===== src/hdl/tlcc_pkg.sv =====
// Shared types, register indexes and seven-segment helpers for the traffic light controller.
package tlcc_pkg;

    // Phase sequencer states, one-hot
    typedef enum logic [3:0] {
        PH_A_GREEN  = 4'b0001,
        PH_A_YELLOW = 4'b0010,
        PH_B_GREEN  = 4'b0100,
        PH_B_YELLOW = 4'b1000
    } phase_t;

    // Phase codes as reported on the result stream
    localparam logic [1:0] PHASE_CODE_A_GREEN  = 2'd0;
    localparam logic [1:0] PHASE_CODE_A_YELLOW = 2'd1;
    localparam logic [1:0] PHASE_CODE_B_GREEN  = 2'd2;
    localparam logic [1:0] PHASE_CODE_B_YELLOW = 2'd3;

    // Configuration register indexes
    localparam logic [2:0] CFG_GREEN_SECONDS  = 3'd0;
    localparam logic [2:0] CFG_YELLOW_SECONDS = 3'd1;
    localparam logic [2:0] CFG_RED_SECONDS    = 3'd2;
    localparam logic [2:0] CFG_LAMPS_A_GREEN  = 3'd3;
    localparam logic [2:0] CFG_LAMPS_A_YELLOW = 3'd4;
    localparam logic [2:0] CFG_LAMPS_B_GREEN  = 3'd5;
    localparam logic [2:0] CFG_LAMPS_B_YELLOW = 3'd6;

    // Register reset values
    localparam logic [6:0] GREEN_SECONDS_RST  = 7'd26;
    localparam logic [6:0] YELLOW_SECONDS_RST = 7'd2;
    localparam logic [6:0] RED_SECONDS_RST    = 7'd29;
    localparam logic [7:0] LAMPS_A_GREEN_RST  = 8'd17;
    localparam logic [7:0] LAMPS_A_YELLOW_RST = 8'd20;
    localparam logic [7:0] LAMPS_B_GREEN_RST  = 8'd10;
    localparam logic [7:0] LAMPS_B_YELLOW_RST = 8'd34;

    // All segments off
    localparam logic [7:0] SEG_BLANK = 8'hFF;

    // Reciprocal of ten for a 7-bit value: (v * 205) >> 11
    localparam logic [14:0] RECIP_TEN   = 15'd205;
    localparam int          RECIP_SHIFT = 11;

    // Tens and ones segment codes of one counter
    typedef struct packed {
        logic [7:0] tens;
        logic [7:0] ones;
    } seg_pair_t;

    // Active-low seven-segment code of one decimal digit; blank above nine
    function automatic logic [7:0] seg_code(input logic [3:0] digit);
        logic [7:0] code;
        begin
            case (digit)
                4'd0:    code = 8'hC0;
                4'd1:    code = 8'hF9;
                4'd2:    code = 8'hA4;
                4'd3:    code = 8'hB0;
                4'd4:    code = 8'h99;
                4'd5:    code = 8'h92;
                4'd6:    code = 8'h82;
                4'd7:    code = 8'hF8;
                4'd8:    code = 8'h80;
                4'd9:    code = 8'h90;
                default: code = SEG_BLANK;
            endcase
            return code;
        end
    endfunction

    // Count down, holding at zero
    function automatic logic [6:0] dec_sat(input logic [6:0] value);
        return (value == 7'd0) ? 7'd0 : value - 7'd1;
    endfunction

endpackage


===== src/hdl/tlcc_seg_decode.sv =====
// Splits a 7-bit count into decimal digits and maps them to segment codes.
module tlcc_seg_decode
    import tlcc_pkg::*;
(
    input  logic [6:0] value,
    output seg_pair_t  seg
);

    logic [14:0] prod;
    logic [3:0]  tens;
    logic [6:0]  ones_full;

    // Divide by ten through the reciprocal, then recover the remainder
    assign prod      = 15'(value) * RECIP_TEN;
    assign tens      = prod[14:RECIP_SHIFT];
    assign ones_full = value - 7'(7'(tens) * 7'd10);

    // Tens of ten or more shows blank
    assign seg.tens = seg_code(tens);
    assign seg.ones = seg_code(ones_full[3:0]);

endmodule


===== src/hdl/traffic_light_countdown_controller.sv =====
// Two-way traffic light sequencer with countdown and seven-segment digit codes.
//
// Usage:
//   s_axis carries one tick per transfer; bit 0 of tdata is advance. Every
//   transfer produces exactly one result on m_axis: the current phase, its
//   lamp byte, both countdown values and the segment codes of their digits,
//   all taken before the tick is applied. With advance set, the counters then
//   count down and the phase moves on when its ending counter was at zero.
//   The cfg channel writes the seven registers by index; it is always ready,
//   and a write to index 7 is dropped. Second counts are masked to 7 bits.
// Output and throughput:
//   The result is registered and appears on m_axis in the cycle after the
//   tick transfer. One tick per cycle is taken as long as the result register
//   drains; the single output register sets that rate.
// Reset:
//   Phase returns to A green / B red, counters load 26 and 29, and the
//   configuration registers take their reset values. No result is pending.
// Stall:
//   While m_axis_tready is low with a result pending, s_axis_tready drops and
//   the result and the countdown state hold.
module traffic_light_countdown_controller
    import tlcc_pkg::*;
(
    input  logic       clk,
    input  logic       rst_n,
    // Tick input
    input  logic       s_axis_tvalid,
    output logic       s_axis_tready,
    input  logic [7:0] s_axis_tdata,   // [0] advance, [7:1] zero
    // Result output
    output logic       m_axis_tvalid,
    input  logic       m_axis_tready,
    output logic [55:0] m_axis_tdata,  // [1:0] phase, [9:2] lamp_pattern,
                                       // [16:10] count_a_value, [23:17] count_b_value,
                                       // [31:24] seg_a_tens, [39:32] seg_a_ones,
                                       // [47:40] seg_b_tens, [55:48] seg_b_ones
    // Configuration writes
    input  logic       cfg_valid,
    output logic       cfg_ready,
    input  logic [2:0] cfg_index,
    input  logic [7:0] cfg_data
);

    logic [6:0] green_seconds_reg;
    logic [6:0] yellow_seconds_reg;
    logic [6:0] red_seconds_reg;
    logic [7:0] lamps_a_green_reg;
    logic [7:0] lamps_a_yellow_reg;
    logic [7:0] lamps_b_green_reg;
    logic [7:0] lamps_b_yellow_reg;

    phase_t     phase_reg, phase_next;
    logic [6:0] count_a_reg, count_a_next;
    logic [6:0] count_b_reg, count_b_next;

    logic        out_valid_reg;
    logic [55:0] out_data_reg, out_data_next;

    logic       s_accept;
    logic       advance;
    logic [1:0] phase_code;
    logic [7:0] lamp_sel;
    seg_pair_t  seg_a;
    seg_pair_t  seg_b;

    assign cfg_ready     = 1'b1;
    assign s_axis_tready = !out_valid_reg || m_axis_tready;
    assign s_accept      = s_axis_tvalid && s_axis_tready;
    assign advance       = s_axis_tdata[0];
    assign m_axis_tvalid = out_valid_reg;
    assign m_axis_tdata  = out_data_reg;

    // Register writes
    always_ff @(posedge clk or negedge rst_n)
    begin
        if (!rst_n)
        begin
            green_seconds_reg  <= GREEN_SECONDS_RST;
            yellow_seconds_reg <= YELLOW_SECONDS_RST;
            red_seconds_reg    <= RED_SECONDS_RST;
            lamps_a_green_reg  <= LAMPS_A_GREEN_RST;
            lamps_a_yellow_reg <= LAMPS_A_YELLOW_RST;
            lamps_b_green_reg  <= LAMPS_B_GREEN_RST;
            lamps_b_yellow_reg <= LAMPS_B_YELLOW_RST;
        end
        else if (cfg_valid && cfg_ready)
        begin
            case (cfg_index)
                CFG_GREEN_SECONDS:  green_seconds_reg  <= cfg_data[6:0];
                CFG_YELLOW_SECONDS: yellow_seconds_reg <= cfg_data[6:0];
                CFG_RED_SECONDS:    red_seconds_reg    <= cfg_data[6:0];
                CFG_LAMPS_A_GREEN:  lamps_a_green_reg  <= cfg_data;
                CFG_LAMPS_A_YELLOW: lamps_a_yellow_reg <= cfg_data;
                CFG_LAMPS_B_GREEN:  lamps_b_green_reg  <= cfg_data;
                CFG_LAMPS_B_YELLOW: lamps_b_yellow_reg <= cfg_data;
                default: ;
            endcase
        end
    end

    // Encode phase and pick its lamp byte
    always_comb
    begin
        case (phase_reg)
            PH_A_GREEN:
            begin
                phase_code = PHASE_CODE_A_GREEN;
                lamp_sel   = lamps_a_green_reg;
            end
            PH_A_YELLOW:
            begin
                phase_code = PHASE_CODE_A_YELLOW;
                lamp_sel   = lamps_a_yellow_reg;
            end
            PH_B_GREEN:
            begin
                phase_code = PHASE_CODE_B_GREEN;
                lamp_sel   = lamps_b_green_reg;
            end
            PH_B_YELLOW:
            begin
                phase_code = PHASE_CODE_B_YELLOW;
                lamp_sel   = lamps_b_yellow_reg;
            end
            default:
            begin
                phase_code = PHASE_CODE_A_GREEN;
                lamp_sel   = lamps_a_green_reg;
            end
        endcase
    end

    tlcc_seg_decode u_seg_a (
        .value (count_a_reg),
        .seg   (seg_a)
    );

    tlcc_seg_decode u_seg_b (
        .value (count_b_reg),
        .seg   (seg_b)
    );

    // Pack the report of the current state
    assign out_data_next = {seg_b.ones, seg_b.tens, seg_a.ones, seg_a.tens,
                            count_b_reg, count_a_reg, lamp_sel, phase_code};

    // Count down and step the phase on a tick
    always_comb
    begin
        phase_next   = phase_reg;
        count_a_next = count_a_reg;
        count_b_next = count_b_reg;
        if (s_accept && advance)
        begin
            case (phase_reg)
                PH_A_GREEN, PH_A_YELLOW:
                begin
                    count_b_next = dec_sat(count_b_reg);
                    if (count_a_reg == 7'd0)
                    begin
                        if (phase_reg == PH_A_GREEN)
                        begin
                            phase_next   = PH_A_YELLOW;
                            count_a_next = yellow_seconds_reg;
                        end
                        else
                        begin
                            phase_next   = PH_B_GREEN;
                            count_a_next = red_seconds_reg;
                            count_b_next = green_seconds_reg;
                        end
                    end
                    else
                    begin
                        count_a_next = count_a_reg - 7'd1;
                    end
                end
                PH_B_GREEN, PH_B_YELLOW:
                begin
                    count_a_next = dec_sat(count_a_reg);
                    if (count_b_reg == 7'd0)
                    begin
                        if (phase_reg == PH_B_GREEN)
                        begin
                            phase_next   = PH_B_YELLOW;
                            count_b_next = yellow_seconds_reg;
                        end
                        else
                        begin
                            phase_next   = PH_A_GREEN;
                            count_a_next = green_seconds_reg;
                            count_b_next = red_seconds_reg;
                        end
                    end
                    else
                    begin
                        count_b_next = count_b_reg - 7'd1;
                    end
                end
                default:
                begin
                    phase_next   = PH_A_GREEN;
                    count_a_next = green_seconds_reg;
                    count_b_next = red_seconds_reg;
                end
            endcase
        end
    end

    // Sequencer state
    always_ff @(posedge clk or negedge rst_n)
    begin
        if (!rst_n)
        begin
            phase_reg   <= PH_A_GREEN;
            count_a_reg <= GREEN_SECONDS_RST;
            count_b_reg <= RED_SECONDS_RST;
        end
        else
        begin
            phase_reg   <= phase_next;
            count_a_reg <= count_a_next;
            count_b_reg <= count_b_next;
        end
    end

    // Result register valid
    always_ff @(posedge clk or negedge rst_n)
    begin
        if (!rst_n)
        begin
            out_valid_reg <= 1'b0;
        end
        else if (s_axis_tready)
        begin
            out_valid_reg <= s_axis_tvalid;
        end
    end

    // Result register payload
    always_ff @(posedge clk)
    begin
        if (s_accept)
        begin
            out_data_reg <= out_data_next;
        end
    end

    // A tick transfer always leaves a result pending
    assert property (@(posedge clk) disable iff (!rst_n)
        s_accept |=> m_axis_tvalid)
    else $error("no result after tick transfer");

    // State moves only on a tick transfer with advance set
    assert property (@(posedge clk) disable iff (!rst_n)
        !(s_accept && advance) |=> ($stable(phase_reg) && $stable(count_a_reg)
                                    && $stable(count_b_reg)))
    else $error("countdown state changed without a tick");

    // Out of A green, the phase only holds or steps forward to A yellow
    assert property (@(posedge clk) disable iff (!rst_n)
        (phase_reg == PH_A_GREEN) |=> (phase_reg == PH_A_GREEN || phase_reg == PH_A_YELLOW))
    else $error("illegal phase step out of A green");

    // In the A phases, counter A counts down by one while above zero
    assert property (@(posedge clk) disable iff (!rst_n)
        (s_accept && advance && (phase_reg == PH_A_GREEN || phase_reg == PH_A_YELLOW)
         && count_a_reg != 7'd0)
        |=> (count_a_reg == $past(count_a_reg) - 7'd1))
    else $error("A counter did not count down");

endmodule


===== config.mk =====
export PLATFORM = sky130hd
export DESIGN_NAME = traffic_light_countdown_controller
export DESIGN_NICKNAME = d
export VERILOG_FILES = /design/src/hdl/tlcc_pkg.sv /design/src/hdl/tlcc_seg_decode.sv /design/src/hdl/traffic_light_countdown_controller.sv
export SDC_FILE = /design/constraint.sdc
export NUM_CORES = 1
export LEC_CHECK = 0
export CAP_MARGIN = 20
export CORE_MARGIN = 2
export CORE_UTILIZATION = 60
export CTS_BUF_LIST = sky130_fd_sc_hd__clkbuf_16
export DETAILED_ROUTE_END_ITERATION = 8
export DONT_BUFFER_PORTS = 1
export GPL_TIMING_DRIVEN = 0
export MAX_ROUTING_LAYER = met4
export PLACE_DENSITY = 0.74
export SLEW_MARGIN = 25
export SYNTH_ARGS = -nofsm -noshare
export SYNTH_HDL_FRONTEND = slang
export SYNTH_SLANG_ARGS = --single-unit

===== constraint.sdc =====
create_clock -name clk -period 6.2 [get_ports clk]
set_input_delay 0.93 -clock clk [delete_from_list [all_inputs] [get_ports clk]]
set_output_delay 0.93 -clock clk [all_outputs]
set_load 0.05 [all_outputs]

==> results of run 1 <==
## kinds of logic after synthesis
family	after synthesis	share of synthesized area [%]
compound gates	154	12.3
xor+xnor	26	3.65
fa+ha+maj	113	19.3
buf+inv	82	4.21
flops	124	42.6
mux	61	8.60
other cells	1	0.0471
simple gates	154	9.30
## final cells by class
cell class                 count  share of cell area [%]
inverter                      60                    2.56
multi-input combinational    513                    48.4
clock inverter                13                    1.26
buffer                        22                    1.23
timing repair buffer           1                   0.311
sequential                   124                    38.4
clock buffer                  19                    5.38
tap                          176                    2.49
## path summary, 6_finish.rpt
| path | to | cells after the start | slack [ps] |
|---|---|---|---|
| max in group asynchronous | count_a_reg[3]$_DFFE_PN1P_ | 0 | 5800 |
| setup / recovery | m_axis_tdata[53]$_DFFE_PP_ | 19 | 880 |
| min in group clk | lamps_b_yellow_reg[4]$_DFFE_PN0P_ | 1 | 510 |
| hold / removal | count_a_reg[5]$_DFFE_PN0P_ | 0 | 200 |
| setup reg to reg | m_axis_tdata[53]$_DFFE_PP_ | 19 | 880 |
| hold reg to reg | lamps_b_yellow_reg[4]$_DFFE_PN0P_ | 1 | 510 |
## critical path, stage by stage, from the launching register on
cell	delay, ps
sky130_fd_sc_hd__dfstp_2	610
sky130_fd_sc_hd__inv_1	130
sky130_fd_sc_hd__ha_1	370
sky130_fd_sc_hd__fa_1	480
sky130_fd_sc_hd__ha_1	290
sky130_fd_sc_hd__inv_1	50
sky130_fd_sc_hd__fa_1	370
sky130_fd_sc_hd__inv_1	60
sky130_fd_sc_hd__ha_1	240
sky130_fd_sc_hd__a2111o_1	440
sky130_fd_sc_hd__o22ai_1	370
sky130_fd_sc_hd__xor2_1	400
sky130_fd_sc_hd__inv_1	160
sky130_fd_sc_hd__ha_1	210
sky130_fd_sc_hd__inv_1	50
sky130_fd_sc_hd__ha_1	140
sky130_fd_sc_hd__a21oi_1	50
sky130_fd_sc_hd__xnor3_2	310
sky130_fd_sc_hd__nor3_1	240
sky130_fd_sc_hd__a31oi_1	80
## synthesized netlist by cell type (all sizes together), types with 13 or more instances
cell    instances  area [µm²]
edfxtp         52        1560
dfstp          24         631
ha             97        1210
xnor2          18         184
a21oi          51         259
o21ai          41         216
fa             16         320
nor2           47         176
nand3          13        65.1
inv            59         221
dfrtp          48        1200
nand2          47         176
nor3           14        75.1
mux2           59         664
clkbuf         15        56.3
## per-layer routing
metal,GRT usage (%),vias up,wire [µm]
met1,30.3,2711,7050
met4,10.8,0,444
met3,5.41,43,852
li1,-,2626,-
met5,-,-,0
met2,41.8,198,8220
## per-stage QoR
stage	setup WS (ps)	hold slack (ps)	cells	cell area [µm²]	utilization, %
detailed placement	876	492	896	8250	63.0
finish	883	203	928	8840	67.6
global placement	1010	483	895	8200	62.7
global route	442	188	928	8840	67.6
floorplan	1450	474	719	7980	-
CTS	843	190	928	8840	67.5
==> results.cfg, run 1 <==
[status]
status = completed

[hold_path]
holdCritPathClass = in2async

[sta]
worst_slew_margin_rel_pct = 47.0
timing.final.max_slew_violations = 0
final_min_period_over_clock_period_pct = 85.8
final.setup_skew_ps = 8.57
setup_viol = 0
timing.final.crit_period_ps = 5320
timing.setup.tns_ps = 0
worst-slew-pin-transition_ps = 790
unrepaired_setup_endpoints_after_global_routing = no
hold_viol = 0
highest_clock_rate_mhz = 188

[global_route]
via_count_of_the_first_global_routing_pass = 5650
largest_net_degree_at_the_start_of_global_routing = 73
number_of_antenna_violations_at_the_first_check_in_global_routing = 0
grt_pass1_wl_mm = 27.6
global_route.usage.total_pct = 25.4
grt.overflow.total = 0

[detailed_routing]
route.detailed.wl_per_inst_um = 17.9
avgViaCountPerCell = 6.01
drt_iter0_markers = 403
detail_route.drc_violations = 0
routed_wl_mm = 16.6
ant_nets = 0
first_pass_iters = 7
dr_total_vias = 5578

[yosys]
yosys_warnings = 0
syn_avg_cell_area_um2 = 11.1
netlist_instances = 715
synth_seq_area_share_pct = 42.6
synth-edff-count = 52
postSynth.topFlopCell = sky130_fd_sc_hd__edfxtp_1
asyncSetResetFlopFracSynth_pct = 58.1
synth.ff_latch_count = 124
synth.lib_cells_used.distinct = 68
synthesis.area_um2 = 7960

[layout]
diodes = 0
filler_cells_inserted = 945
flow.area_growth_from_synthesis_pct = 11.0
finish.net_count = 876
multi_input_comb_area_um2 = 4280
seq_area_um2 = 3390
layout_common_cells = 97 x sky130_fd_sc_hd__ha_1, 58 x sky130_fd_sc_hd__inv_1, 58 x sky130_fd_sc_hd__mux2_2
layout.cells.most_common = sky130_fd_sc_hd__ha_1
drive_gt1_share_pct = 19.0
largest_reg_flops = 52

[cts]
cts_inserted_buffers = 17
buffers_inserted_by_post_cts_timing_repair = 0
cts.root.buffer_cell = sky130_fd_sc_hd__clkbuf_16
tritoncts = done
ctsHtreeMaxLevel = 4
cts_sinks = 124
post_cts_resized = 0
clk-insertion-delay-late_ps = 420
cts.hold.buffers_added = 0
clock_pin_slew_reported_for_the_worst_setup_and_hold_paths_after_clock_tree_synthesis_ps = 60
cts_max_path_buffers = 2

[critical_path]
crit_path_end_kind = flop
path_max_fanout = 9
crit_startpoint = count_b_reg[4]$_DFFE_PN1P_
critical_path.startpoint_type = flop
worstPathArrival_ps = 5470
worst_path_class_setup = reg2reg
required_time_at_the_worst_slack_endpoint_ps = 6350
rr_startpoint = count_b_reg[4]$_DFFE_PN1P_

[floorplan]
start_util_pct = 60.9
dieHeight_um = 119
dieArea_um2 = 14200
fp.coreArea_um2 = 13100
io_pins = 83
die-width_um = 119
rows = 42

[job]
maxCapViolations = 0

[placed_design]
hpwl_mm = 12.1
final_weighted_congestion_in_routability_driven_placement = 0.902
place.port_buffers = 0
Power of run 1 is not shown: default switching activity piles up to over one toggle a cycle in this logic, so the estimate is an artifact.
==> run 2, diff against run 1 <==
PLACE_DENSITY = 0.77   (was 0.74)
SKIP_CTS_REPAIR_TIMING = 1   (was default)
TNS_END_PERCENT = 100   (was default)
==> run 2 against run 1 <==
Effect of this change: critical path type unchanged; setup slack got worse by 57 ps; sequential share of layout area grew 0.21 points; largest cell class unchanged; die area is the same; maximum frequency fell by 1.1%; highest routed layer unchanged; flip-flop and latch count unchanged; routed wire length up 1.6%; first-iteration DRC count increased by 3.5%; clock-buffer cell count down 2; cell area shrank 0.54%; non-clock buffer count stayed put; via count is 0.22% higher.
==> results.cfg, run 2 (synthesized netlist as in run 1, its figures left out) <==
[status]
status = completed

[critical_path]
path_max_fanout = 9
r2r_cells = 19
required_time_at_the_worst_slack_endpoint_ps = 6340
worstPathArrival_ps = 5510
worst_path_class_setup = reg2reg
max_stage_delay_ps = 600
path_cells = inv_1 > ha_1 > fa_1 > ha_1 > inv_1 > fa_1 > inv_1 > ha_1 > a2111o_1 > o22ai_1 > xor2_1 > inv_1 > ha_1 > inv_1 > ha_1 > a21oi_1 > xnor3_2 > nand2_1 > a32oi_1
critical_path.startpoint_type = flop
critPathSlowestCell = sky130_fd_sc_hd__dfstp_2
crit_path_end_kind = flop

[sta]
hold_viol = 0
setup_viol = 0
timing.final.max_slew_violations = 0
unrepaired_setup_endpoints_after_global_routing = no
worst_slew_margin_rel_pct = 50.6
finalWorstSetupSlack_ps = 827
highest_clock_rate_mhz = 186
final_min_period_over_clock_period_pct = 86.7
final.setup_skew_ps = 10.4
timing.final.crit_period_ps = 5370
final.hold.worst_slack_ps = 202
timing.setup.tns_ps = 0
worst-slew-pin-transition_ps = 731

[floorplan]
dieHeight_um = 119
die-width_um = 119
fp.coreArea_um2 = 13100
rows = 42
start_util_pct = 60.9
dieArea_um2 = 14200
io_pins = 83

[cts]
tritoncts = done
cts.root.buffer_cell = sky130_fd_sc_hd__clkbuf_16
clock_pin_slew_reported_for_the_worst_setup_and_hold_paths_after_clock_tree_synthesis_ps = 60
cts_inserted_buffers = 17
cts_sinks = 124
cts_max_path_buffers = 2
clk-insertion-delay-late_ps = 420
ctsHtreeMaxLevel = 4

[layout]
layout_common_cells = 97 x sky130_fd_sc_hd__ha_1, 58 x sky130_fd_sc_hd__inv_1, 58 x sky130_fd_sc_hd__mux2_2
flow.area_growth_from_synthesis_pct = 10.4
layout.cells.most_common = sky130_fd_sc_hd__ha_1
drive_gt1_share_pct = 18.9
finish.net_count = 876
filler_cells_inserted = 925
largest_reg_flops = 52
diodes = 0

[placed_design]
place.port_buffers = 0
post-place-ws_ps = 896
hpwl_mm = 12.3
final_weighted_congestion_in_routability_driven_placement = 0.928

[global_route]
global_route.usage.total_pct = 25.8
via_count_of_the_first_global_routing_pass = 5703
grt.overflow.total = 0
number_of_antenna_violations_at_the_first_check_in_global_routing = 0
largest_net_degree_at_the_start_of_global_routing = 73
grt_pass1_wl_mm = 28.0

[detailed_routing]
dr_total_vias = 5590
drt_iter0_markers = 417
route.detailed.wl_per_inst_um = 18.1
routed_wl_mm = 16.8
detail_route.drc_violations = 0
avgViaCountPerCell = 6.02
ant_nets = 0
first_pass_iters = 5

[job]
maxCapViolations = 0

[hold_path]
holdCritPathClass = in2async
## run 2: changes by cell type in the layout (fill, tap and decap cells not counted), sizes merged
cell    before  now
clkbuf      34   32
inv         62   64
## run 2: worst paths after layout
kind                                                     end  slack, ps                        startpoint
setup / recovery                  m_axis_tdata[52]$_DFFE_PP_        830        count_b_reg[4]$_DFFE_PN1P_
hold / removal             lamps_a_yellow_reg[7]$_DFFE_PN0P_        200                             rst_n
setup reg to reg                  m_axis_tdata[52]$_DFFE_PP_        830        count_b_reg[4]$_DFFE_PN1P_
hold reg to reg             lamps_a_green_reg[3]$_DFFE_PN0P_        500  lamps_a_green_reg[3]$_DFFE_PN0P_
max in group asynchronous         count_b_reg[2]$_DFFE_PN1P_       5780                             rst_n
min in group clk            lamps_a_green_reg[3]$_DFFE_PN0P_        500  lamps_a_green_reg[3]$_DFFE_PN0P_
## run 2: through the flow
stage / cell area [µm²] / util, % / instances
after global placement: 8200 / 62.7 / 895
after floorplan: 7980 / - / 719
after detailed placement: 8230 / 62.9 / 896
after global routing: 8790 / 67.2 / 928
final: 8790 / 67.2 / 928
after CTS: 8780 / 67.1 / 928
## run 2: per-layer routing
layer	track usage, %	vias to the layer above	wire length [µm]
met5	-	-	0
met4	12.1	0	539
met3	5.56	53	775
met2	42.0	192	8360
met1	30.8	2720	7160
li1	-	2625	-
## run 2: critical path: cells and delay by family, from the launching register on
family                   cells  cell delay (ps)
XOR/XNOR                     2              720
AND/OR/NAND/NOR              1              190
adder cells (fa/ha/maj)      7             2160
AO/OA/AOI/OAI                4              960
buffers and inverters        5              440
flip-flops                   1              600
## run 2: layout make-up
cell class	instances	area, µm²	share of cell area (%)
timing repair buffer	1	20.0	0.228
inverter	60	226	2.58
tap	176	220	2.50
clock buffer	17	425	4.84
clock inverter	15	121	1.38
buffer	22	109	1.24
sequential	124	3390	38.6
multi-input combinational	513	4280	48.6
Power of run 2 is left out for the same reason.
